--- src/rtl/core/temperature_compensation_unit_defines.svh ---
// Assertion macros shared by the temperature compensation RTL.
// Each macro expects a clock named clk and a synchronous reset named rst in scope.
`ifndef TEMPERATURE_COMPENSATION_UNIT_DEFINES_SVH
`define TEMPERATURE_COMPENSATION_UNIT_DEFINES_SVH

// The consequent must hold in the same cycle as the antecedent.
`define TCU_ASSERT_NOW(lbl, ante, cons) \
  lbl: assert property (@(posedge clk) disable iff (rst) (ante) |-> (cons)) \
    else $error("temperature compensation check failed");

// The consequent must hold in the cycle after the antecedent.
`define TCU_ASSERT_NEXT(lbl, ante, cons) \
  lbl: assert property (@(posedge clk) disable iff (rst) (ante) |=> (cons)) \
    else $error("temperature compensation check failed");

`endif

--- src/rtl/core/tcu_pkg.sv ---
// Package for the temperature compensation unit: widths, shift constants,
// configuration register indexes and the sideband type that rides with each request.
`default_nettype none
package tcu_pkg;

  localparam int RAW_W     = 16;
  localparam int CAL_W     = 16;
  localparam int DIFF_W    = 17;
  localparam int PROD_W    = 34;
  localparam int X1_W      = 18;
  localparam int DEN_W     = 19;
  localparam int NUM_W     = 27;
  localparam int QS_W      = 28;
  localparam int SUM_W     = 29;
  localparam int OUT_W     = 24;
  localparam int SHIFT_X1  = 15;
  localparam int SHIFT_MC  = 11;
  localparam int SHIFT_OUT = 4;
  localparam int ROUND_ADD = 8;
  localparam int X1_LIMIT  = 131069;
  localparam int CFG_IDX_W = 2;

  localparam logic [CFG_IDX_W-1:0] CFG_AC5 = 2'd0;
  localparam logic [CFG_IDX_W-1:0] CFG_AC6 = 2'd1;
  localparam logic [CFG_IDX_W-1:0] CFG_MC  = 2'd2;
  localparam logic [CFG_IDX_W-1:0] CFG_MD  = 2'd3;

  typedef struct packed {
    logic                   dz;
    logic                   qneg;
    logic signed [X1_W-1:0] x1;
  } tcu_side_t;

endpackage
`default_nettype wire

--- src/rtl/core/tcu_offset.sv ---
// Front pipeline: offset, gain multiply and divisor/numerator preparation.
// Depends on tcu_pkg and the shared assertion macro header.
`default_nettype none
module tcu_offset (
  input  wire                                  clk,
  input  wire                                  rst,
  input  wire                                  in_valid,
  input  wire         [tcu_pkg::RAW_W-1:0]     raw_temp,
  input  wire         [tcu_pkg::CAL_W-1:0]     cal_ac5,
  input  wire         [tcu_pkg::CAL_W-1:0]     cal_ac6,
  input  wire  signed [tcu_pkg::CAL_W-1:0]     cal_mc,
  input  wire  signed [tcu_pkg::CAL_W-1:0]     cal_md,
  output logic                                 out_valid,
  output tcu_pkg::tcu_side_t                   side,
  output logic        [tcu_pkg::DEN_W-1:0]     den_mag,
  output logic        [tcu_pkg::NUM_W-1:0]     num_mag
);
  import tcu_pkg::*;
  `include "temperature_compensation_unit_defines.svh"

  logic                     v1;
  logic                     v2;
  logic signed [DIFF_W-1:0] diff;
  logic signed [PROD_W-1:0] prod;
  logic signed [DIFF_W-1:0] gain;
  logic signed [X1_W-1:0]   x1;
  logic signed [DEN_W-1:0]  den;
  logic signed [NUM_W-1:0]  num;

  assign gain = $signed({1'b0, cal_ac5});
  assign x1   = prod[SHIFT_X1 +: X1_W];
  assign den  = DEN_W'(x1) + DEN_W'(cal_md);
  assign num  = {cal_mc, {SHIFT_MC{1'b0}}};

  always_ff @(posedge clk) begin
    if (rst) begin
      v1        <= 1'b0;
      v2        <= 1'b0;
      out_valid <= 1'b0;
    end else begin
      v1        <= in_valid;
      v2        <= v1;
      out_valid <= v2;
    end
  end

  always_ff @(posedge clk) begin
    diff      <= $signed({1'b0, raw_temp}) - $signed({1'b0, cal_ac6});
    prod      <= PROD_W'(diff) * PROD_W'(gain);
    den_mag   <= den[DEN_W-1] ? DEN_W'(-den) : DEN_W'(den);
    num_mag   <= num[NUM_W-1] ? NUM_W'(-num) : NUM_W'(num);
    side.dz   <= (den == '0);
    side.qneg <= den[DEN_W-1] ^ num[NUM_W-1];
    side.x1   <= x1;
  end

  `TCU_ASSERT_NOW(a_x1_bound, v2, (x1 <= X1_LIMIT) && (x1 >= -X1_LIMIT))

endmodule
`default_nettype wire

--- src/rtl/core/tcu_div.sv ---
// Pipelined restoring divider, one quotient bit per stage, on magnitudes.
// Depends on tcu_pkg and the shared assertion macro header.
`default_nettype none
module tcu_div (
  input  wire                              clk,
  input  wire                              rst,
  input  wire                              in_valid,
  input  tcu_pkg::tcu_side_t               side_in,
  input  wire        [tcu_pkg::DEN_W-1:0]  den_mag,
  input  wire        [tcu_pkg::NUM_W-1:0]  num_mag,
  output logic                             out_valid,
  output tcu_pkg::tcu_side_t               side_out,
  output logic       [tcu_pkg::NUM_W-1:0]  quo_mag
);
  import tcu_pkg::*;
  `include "temperature_compensation_unit_defines.svh"

  logic             v_q    [0:NUM_W-1];
  tcu_side_t        side_q [0:NUM_W-1];
  logic [DEN_W-1:0] rem_q  [0:NUM_W-1];
  logic [DEN_W-1:0] den_q  [0:NUM_W-1];
  logic [NUM_W-1:0] num_q  [0:NUM_W-1];
  logic [NUM_W-1:0] quo_q  [0:NUM_W-1];

  for (genvar k = 0; k < NUM_W; k++) begin : g_stage
    logic             v_in;
    tcu_side_t        s_in;
    logic [DEN_W-1:0] r_in;
    logic [DEN_W-1:0] d_in;
    logic [NUM_W-1:0] n_in;
    logic [NUM_W-1:0] q_in;
    logic [DEN_W:0]   trial;
    logic [DEN_W:0]   diff;
    logic             ge;

    if (k == 0) begin : g_first
      assign v_in = in_valid;
      assign s_in = side_in;
      assign r_in = '0;
      assign d_in = den_mag;
      assign n_in = num_mag;
      assign q_in = '0;
    end else begin : g_next
      assign v_in = v_q[k-1];
      assign s_in = side_q[k-1];
      assign r_in = rem_q[k-1];
      assign d_in = den_q[k-1];
      assign n_in = num_q[k-1];
      assign q_in = quo_q[k-1];
    end

    assign trial = {r_in, n_in[NUM_W-1]};
    assign diff  = trial - {1'b0, d_in};
    assign ge    = (trial >= {1'b0, d_in});

    always_ff @(posedge clk) begin
      if (rst) begin
        v_q[k] <= 1'b0;
      end else begin
        v_q[k] <= v_in;
      end
    end

    always_ff @(posedge clk) begin
      side_q[k] <= s_in;
      den_q[k]  <= d_in;
      num_q[k]  <= {n_in[NUM_W-2:0], 1'b0};
      quo_q[k]  <= {q_in[NUM_W-2:0], ge};
      rem_q[k]  <= ge ? diff[DEN_W-1:0] : trial[DEN_W-1:0];
    end
  end

  assign out_valid = v_q[NUM_W-1];
  assign side_out  = side_q[NUM_W-1];
  assign quo_mag   = quo_q[NUM_W-1];

  `TCU_ASSERT_NOW(a_rem_below_divisor, v_q[NUM_W-1] && !side_q[NUM_W-1].dz,
                  rem_q[NUM_W-1] < den_q[NUM_W-1])

endmodule
`default_nettype wire

--- src/rtl/core/temperature_compensation_unit.sv ---
// Top level of the temperature compensation unit: calibration registers,
// front pipeline, divider and output stages. Depends on tcu_pkg, tcu_offset, tcu_div.
//
// Usage: write the four calibration words through cfg_we, cfg_index and cfg_data
// (index 0 ac5, 1 ac6, 2 mc, 3 md) while no request is in flight. A request is
// taken at a rising edge with start high and busy low; busy stays low, so a new
// raw_temp sample may be issued in every cycle.
// Each request yields one result: done rises and stays high for exactly one cycle,
// with temp_tenths and div_by_zero valid in that cycle. The pipeline is the 27-stage
// divider, one quotient bit per stage, plus three front stages and two output stages.
// Throughput is one request per cycle.
// A zero divisor gives temp_tenths of zero with div_by_zero set.
// The receiver cannot stall, so results flow out in the order requests came in.
// Reset clears the calibration words to zero and drops every request in flight.
`default_nettype none
module temperature_compensation_unit (
  input  wire                                   clk,
  input  wire                                   rst,
  input  wire                                   start,
  output logic                                  busy,
  input  wire         [tcu_pkg::RAW_W-1:0]      raw_temp,
  input  wire                                   cfg_we,
  input  wire         [tcu_pkg::CFG_IDX_W-1:0]  cfg_index,
  input  wire         [tcu_pkg::CAL_W-1:0]      cfg_data,
  output logic                                  done,
  output logic signed [tcu_pkg::OUT_W-1:0]      temp_tenths,
  output logic                                  div_by_zero
);
  import tcu_pkg::*;
  `include "temperature_compensation_unit_defines.svh"

  logic        [CAL_W-1:0] cal_ac5;
  logic        [CAL_W-1:0] cal_ac6;
  logic signed [CAL_W-1:0] cal_mc;
  logic signed [CAL_W-1:0] cal_md;

  logic                    off_valid;
  tcu_side_t               off_side;
  logic        [DEN_W-1:0] off_den;
  logic        [NUM_W-1:0] off_num;

  logic                    div_valid;
  tcu_side_t               div_side;
  logic        [NUM_W-1:0] div_quo;

  logic                    fin_valid;
  logic                    fin_dz;
  logic signed [X1_W-1:0]  fin_x1;
  logic signed [QS_W-1:0]  fin_q;
  logic signed [SUM_W-1:0] sum;

  assign busy = 1'b0;

  always_ff @(posedge clk) begin
    if (rst) begin
      cal_ac5 <= '0;
      cal_ac6 <= '0;
      cal_mc  <= '0;
      cal_md  <= '0;
    end else if (cfg_we) begin
      unique case (cfg_index)
        CFG_AC5: cal_ac5 <= cfg_data;
        CFG_AC6: cal_ac6 <= cfg_data;
        CFG_MC:  cal_mc  <= $signed(cfg_data);
        CFG_MD:  cal_md  <= $signed(cfg_data);
        default: ;
      endcase
    end
  end

  tcu_offset u_offset (
    .clk       (clk),
    .rst       (rst),
    .in_valid  (start && !busy),
    .raw_temp  (raw_temp),
    .cal_ac5   (cal_ac5),
    .cal_ac6   (cal_ac6),
    .cal_mc    (cal_mc),
    .cal_md    (cal_md),
    .out_valid (off_valid),
    .side      (off_side),
    .den_mag   (off_den),
    .num_mag   (off_num)
  );

  tcu_div u_div (
    .clk       (clk),
    .rst       (rst),
    .in_valid  (off_valid),
    .side_in   (off_side),
    .den_mag   (off_den),
    .num_mag   (off_num),
    .out_valid (div_valid),
    .side_out  (div_side),
    .quo_mag   (div_quo)
  );

  assign sum = SUM_W'(fin_x1) + SUM_W'(fin_q) + SUM_W'(ROUND_ADD);

  always_ff @(posedge clk) begin
    if (rst) begin
      fin_valid <= 1'b0;
      done      <= 1'b0;
    end else begin
      fin_valid <= div_valid;
      done      <= fin_valid;
    end
  end

  always_ff @(posedge clk) begin
    fin_dz      <= div_side.dz;
    fin_x1      <= div_side.x1;
    fin_q       <= div_side.qneg ? -$signed({1'b0, div_quo}) : $signed({1'b0, div_quo});
    temp_tenths <= fin_dz ? '0 : sum[SHIFT_OUT +: OUT_W];
    div_by_zero <= fin_dz;
  end

  `TCU_ASSERT_NOW(a_zero_forces_zero, done && div_by_zero, temp_tenths == '0)
  `TCU_ASSERT_NEXT(a_done_follows_final, fin_valid, done)

endmodule
`default_nettype wire

--- config.mk ---
export PLATFORM = sky130hd
export DESIGN_NAME = temperature_compensation_unit
export DESIGN_NICKNAME = d
export VERILOG_FILES = /design/src/rtl/core/tcu_pkg.sv /design/src/rtl/core/tcu_offset.sv /design/src/rtl/core/tcu_div.sv /design/src/rtl/core/temperature_compensation_unit.sv
export VERILOG_INCLUDE_DIRS = /design/src /design/src/rtl/core
export SDC_FILE = /design/constraint.sdc
export NUM_CORES = 2
export LEC_CHECK = 0
export BUFFER_PORTS_ARGS = -buffer_cell sky130_fd_sc_hd__buf_2
export CAP_MARGIN = 20
export CORE_ASPECT_RATIO = 1.75
export CORE_MARGIN = 2
export CORE_UTILIZATION = 28
export DETAILED_ROUTE_END_ITERATION = 8
export MAX_ROUTING_LAYER = met4
export PLACE_DENSITY = 0.51
export SLEW_MARGIN = 25
export SYNTH_ARGS = -nofsm -noshare
export SYNTH_HDL_FRONTEND = slang
export SYNTH_HIERARCHICAL = 1
export SYNTH_SLANG_ARGS = --single-unit
export TNS_END_PERCENT = 20
--- constraint.sdc ---
create_clock -name clk -period 8.25 [get_ports clk]
set_clock_uncertainty 0.1 [all_clocks]
set_input_delay 1.2375 -clock clk [delete_from_list [all_inputs] [get_ports clk]]
set_output_delay 1.2375 -clock clk [all_outputs]
set_load 0.03 [all_outputs]
==> flow_metrics.py <==
metrics = {
    "outcome": {
        "run_status": "finished, final reports clean",
    },
    "floorplanning": {
        "dieArea_um2": 346000,
        "floorplan.core_area_um2": 340000,
        "horizontal_extent_of_the_die_um": 446,
        "initial_utilization_pct": 28.1,
        "chipHeight_um": 777,
        "ioPinCount": 65,
        "row_count": 283,
    },
    "worst_setup_path": {
        "library_cell_appearing_most_often_on_the_critical_path": "sky130_fd_sc_hd__fa_1",
        "critPathTopFamily": "adder cells",
        "cp_data_arrival_time_ns": 7.49,
        "crit_path_cell_trace": "nand2_1 -> inv_1 -> fa_1 -> inv_1 -> fa_1 -> inv_1 -> fa_1 -> fa_1 -> fa_1 -> inv_1 -> fa_1 -> inv_1 -> ha_1 -> and3_1 -> a221oi_1 -> o21ai_0 -> a211o_1 -> o311ai_0",
        "critical_path.max_fanout": 18,
        "cp_slowest_stage_delay_ns": 0.87,
        "worst_setup_path_end_kind": "flop",
        "timing_worst_setup_path_type": "reg -> reg",
        "critical_path_buffer_and_inverter_count": 5,
        "critical-path-slowest-cell": "sky130_fd_sc_hd__dfxtp_1",
        "cp.required_ns": 8.94,
        "critical_path.startpoint_type": "flop",
    },
    "global_routing": {
        "grt_first_pass_wirelength_um": 345000,
        "largest_net_degree_at_the_start_of_global_routing": 72,
        "vias_in_the_first_global_route": 64700,
        "antenna_found_initial": 3,
        "grt.total_usage_pct": 13.0,
        "grt_overflow_total": 0,
    },
    "sta": {
        "setup_tns_ns": 0,
        "slew_headroom_pct": 32.1,
        "max_freq_mhz": 147,
        "final.period_utilization_pct": 82.5,
        "period_minus_slack_ns": 6.80,
        "setup_repair_after_global_routing_missed_its_margin": "false",
        "hold_viol": 0,
        "tightest_slew_ns": 0.990,
        "drv_slew": 0,
        "finalSetupViolations": 0,
    },
    "clock_tree": {
        "cts_tree": "done",
        "cts_hold_buf": 0,
        "tritoncts.num_buffers": 241,
        "post_cts_buffers": 0,
        "cts.sink_count": 2515,
        "post_cts_gate_resize_count": 0,
        "cts.path.max_buffers": 4,
        "h-tree-depth": 4,
        "cts.clk_slew.worst_paths_ns": 0.07,
        "insertion_delay_ns": 0.91,
        "clockRootBuffer": "sky130_fd_sc_hd__clkbuf_16",
    },
    "layout": {
        "finalInstanceArea_um2": 110000,
        "nFillCells": 34000,
        "final_net_count": 10200,
        "flow.area_growth_from_synthesis_pct": 14.9,
        "multiInputGateArea_um2": 40700,
        "final_layout_size_suffix_gt1_share_pct": 8.57,
        "final-seq-area_um2": 50300,
    },
    "logic_synthesis": {
        "synth.top_cell.area_share_pct": 52.7,
        "yosysMostFrequentCell": "sky130_fd_sc_hd__dfxtp_1",
        "post-synth-top-area-cell": "sky130_fd_sc_hd__dfxtp_1",
        "synth.ff_latch_count": 2515,
        "netlist_area_um2": 95500,
        "synth_area_per_cell_um2": 10.7,
        "yosysSeqAreaShare_pct": 52.7,
        "ys.flop_type": "sky130_fd_sc_hd__dfxtp_1",
        "synth_cell_types": 105,
        "syn-instance-count": 8967,
        "synth_commonest_cells": "sky130_fd_sc_hd__dfxtp_1 (2515), sky130_fd_sc_hd__inv_1 (1025), sky130_fd_sc_hd__nand2_1 (729)",
        "synth_enable_flop_cells": 0,
        "yosysWarnings": 6,
        "synth-async-reset-ratio_pct": 0,
        "yosys-top-cells-area": "sky130_fd_sc_hd__dfxtp_1 (53%), sky130_fd_sc_hd__ha_1 (8.7%), sky130_fd_sc_hd__fa_1 (6.3%), sky130_fd_sc_hd__inv_1 (4.0%), sky130_fd_sc_hd__nand2_1 (2.9%)",
    },
    "route": {
        "wire_per_inst_um": 16.2,
        "drt_wl_total_um": 223000,
        "drc_viols": 0,
        "antenna_violating_nets_post_route": 0,
        "met3RoutedLength_um": 6110,
        "vias": 60700,
        "wl_met2_um": 132000,
        "viasPerCell": 4.41,
        "highest-signal-layer": "met4",
        "dr.pass1.iters": 6,
        "m1WireLength_um": 67800,
        "detail_route.iter0.violations": 2272,
    },
    "pwr": {
        "peakVddDrop_mv": 0.220,
        "pd_cells_nw_per_um2": 488,
        "power.leakage_nw": 48.0,
    },
    "placed_design": {
        "hpwl_um": 176000,
        "dpl_cell_area_um2": 101000,
        "place_congestion": 0.915,
        "portBuffers": 63,
    },
    "flow_run": {
        "max-cap-violations": 0,
    },
    "hold_path": {
        "worst_hold_path_type": "reg -> reg",
    },
}
metal layers:
metal / GRT usage (%) / up-vias
met5: - / -
met4: 8.47 / 0
met3: 1.67 / 608
met2: 27.4 / 968
met1: 9.94 / 29000
li1: - / 30100
report_power, final:
group | leakage, nW | switching (W) | internal (W) | total (W)
registers | 21.0 | 0.00222 | 0.0168 | 0.0190
logic | 22.8 | 0.0127 | 0.00988 | 0.0226
clock network | 4.26 | 0.00473 | 0.00718 | 0.0119
metrics by stage:
stage | hold slack (ns) | total power, W | worst slack [ns] | cells | util [%]
after CTS | 0.190 | 0.0542 | 1.33 | 13800 | 32.3
after detailed placement | 0.212 | 0.0420 | 1.32 | 13300 | 29.8
after global routing | 0.194 | 0.0575 | 0.996 | 13800 | 32.3
final | 0.205 | 0.0535 | 1.45 | 13800 | 32.3
after global placement | 0.210 | 0.0414 | 1.23 | 13300 | 29.8
after floorplan | 0.210 | 0.0355 | 2.24 | 8977 | -
final timing paths:
kind                            cells after the start               start                 to  slack, ns
worst max register to register                     18          cal_ac5[2]  u_offset/prod[29]       1.45
worst max-delay path                               18          cal_ac5[2]  u_offset/prod[29]       1.45
worst min register to register                      0  u_div/quo_q[6][27]  u_div/quo_q[7][1]       0.20
worst min-delay path                                0  u_div/quo_q[6][27]  u_div/quo_q[7][1]       0.20
logic make-up after synthesis:
family	count (synthesis)	synth area share, %
other cells	2	0.00786
compound gates	1641	10.7
mux	200	2.39
buf+inv	1201	4.85
xor+xnor	484	4.44
simple gates	1959	9.89
flops	2515	52.7
fa+ha+maj	965	15.0
sequential cells by signal (all words and copies together) (netlist names), 16 cells and up:
register,count
u_div/quo_q,378
cal_ac6,16
fin_q,28
u_offset/diff,17
u_div/side_q,540
cal_md,16
fin_x1,18
cal_mc,16
u_offset/den_mag,19
u_div/v_q,27
u_offset/num_mag,16
u_div/rem_q,494
u_offset/side,20
cal_ac5,16
u_div/den_q,494
temp_tenths,24
u_offset/prod,18
u_div/num_q,351
area by class of cell:
type | instances | area share (%)
clock buffer | 314 | 6.15
antenna | 4 | 0.00912
sequential | 2515 | 45.9
multi-input combinational | 5261 | 37.1
inverter | 1026 | 3.51
clock inverter | 127 | 1.78
timing repair buffer | 109 | 0.604
tap | 4417 | 5.03
placed cells by master, fill, tap and decap left out, types with 40 or more instances in the layout:
cell type and instances:
sky130_fd_sc_hd__a211oi_1 45, sky130_fd_sc_hd__xnor2_1 298, sky130_fd_sc_hd__nand4_1 70, sky130_fd_sc_hd__fa_1 299, sky130_fd_sc_hd__nand3_1 104, sky130_fd_sc_hd__xor2_1 186
sky130_fd_sc_hd__nor2_1 337, sky130_fd_sc_hd__o21a_1 79, sky130_fd_sc_hd__ha_1 666, sky130_fd_sc_hd__inv_1 1025, sky130_fd_sc_hd__buf_4 47, sky130_fd_sc_hd__buf_2 62
sky130_fd_sc_hd__o31ai_1 59, sky130_fd_sc_hd__clkbuf_16 243, sky130_fd_sc_hd__nand2b_1 74, sky130_fd_sc_hd__nor3_1 132, sky130_fd_sc_hd__mux2_2 157, sky130_fd_sc_hd__dfxtp_1 2514
sky130_fd_sc_hd__a21oi_1 485, sky130_fd_sc_hd__nand2_1 729, sky130_fd_sc_hd__and3_1 52, sky130_fd_sc_hd__bufinv_16 45, sky130_fd_sc_hd__clkinv_2 45, sky130_fd_sc_hd__clkbuf_8 40
sky130_fd_sc_hd__nor2b_1 123, sky130_fd_sc_hd__and2_1 173, sky130_fd_sc_hd__a21o_1 167, sky130_fd_sc_hd__o21ai_0 450, sky130_fd_sc_hd__a31oi_1 67
(Power assumes the default switching activity.)
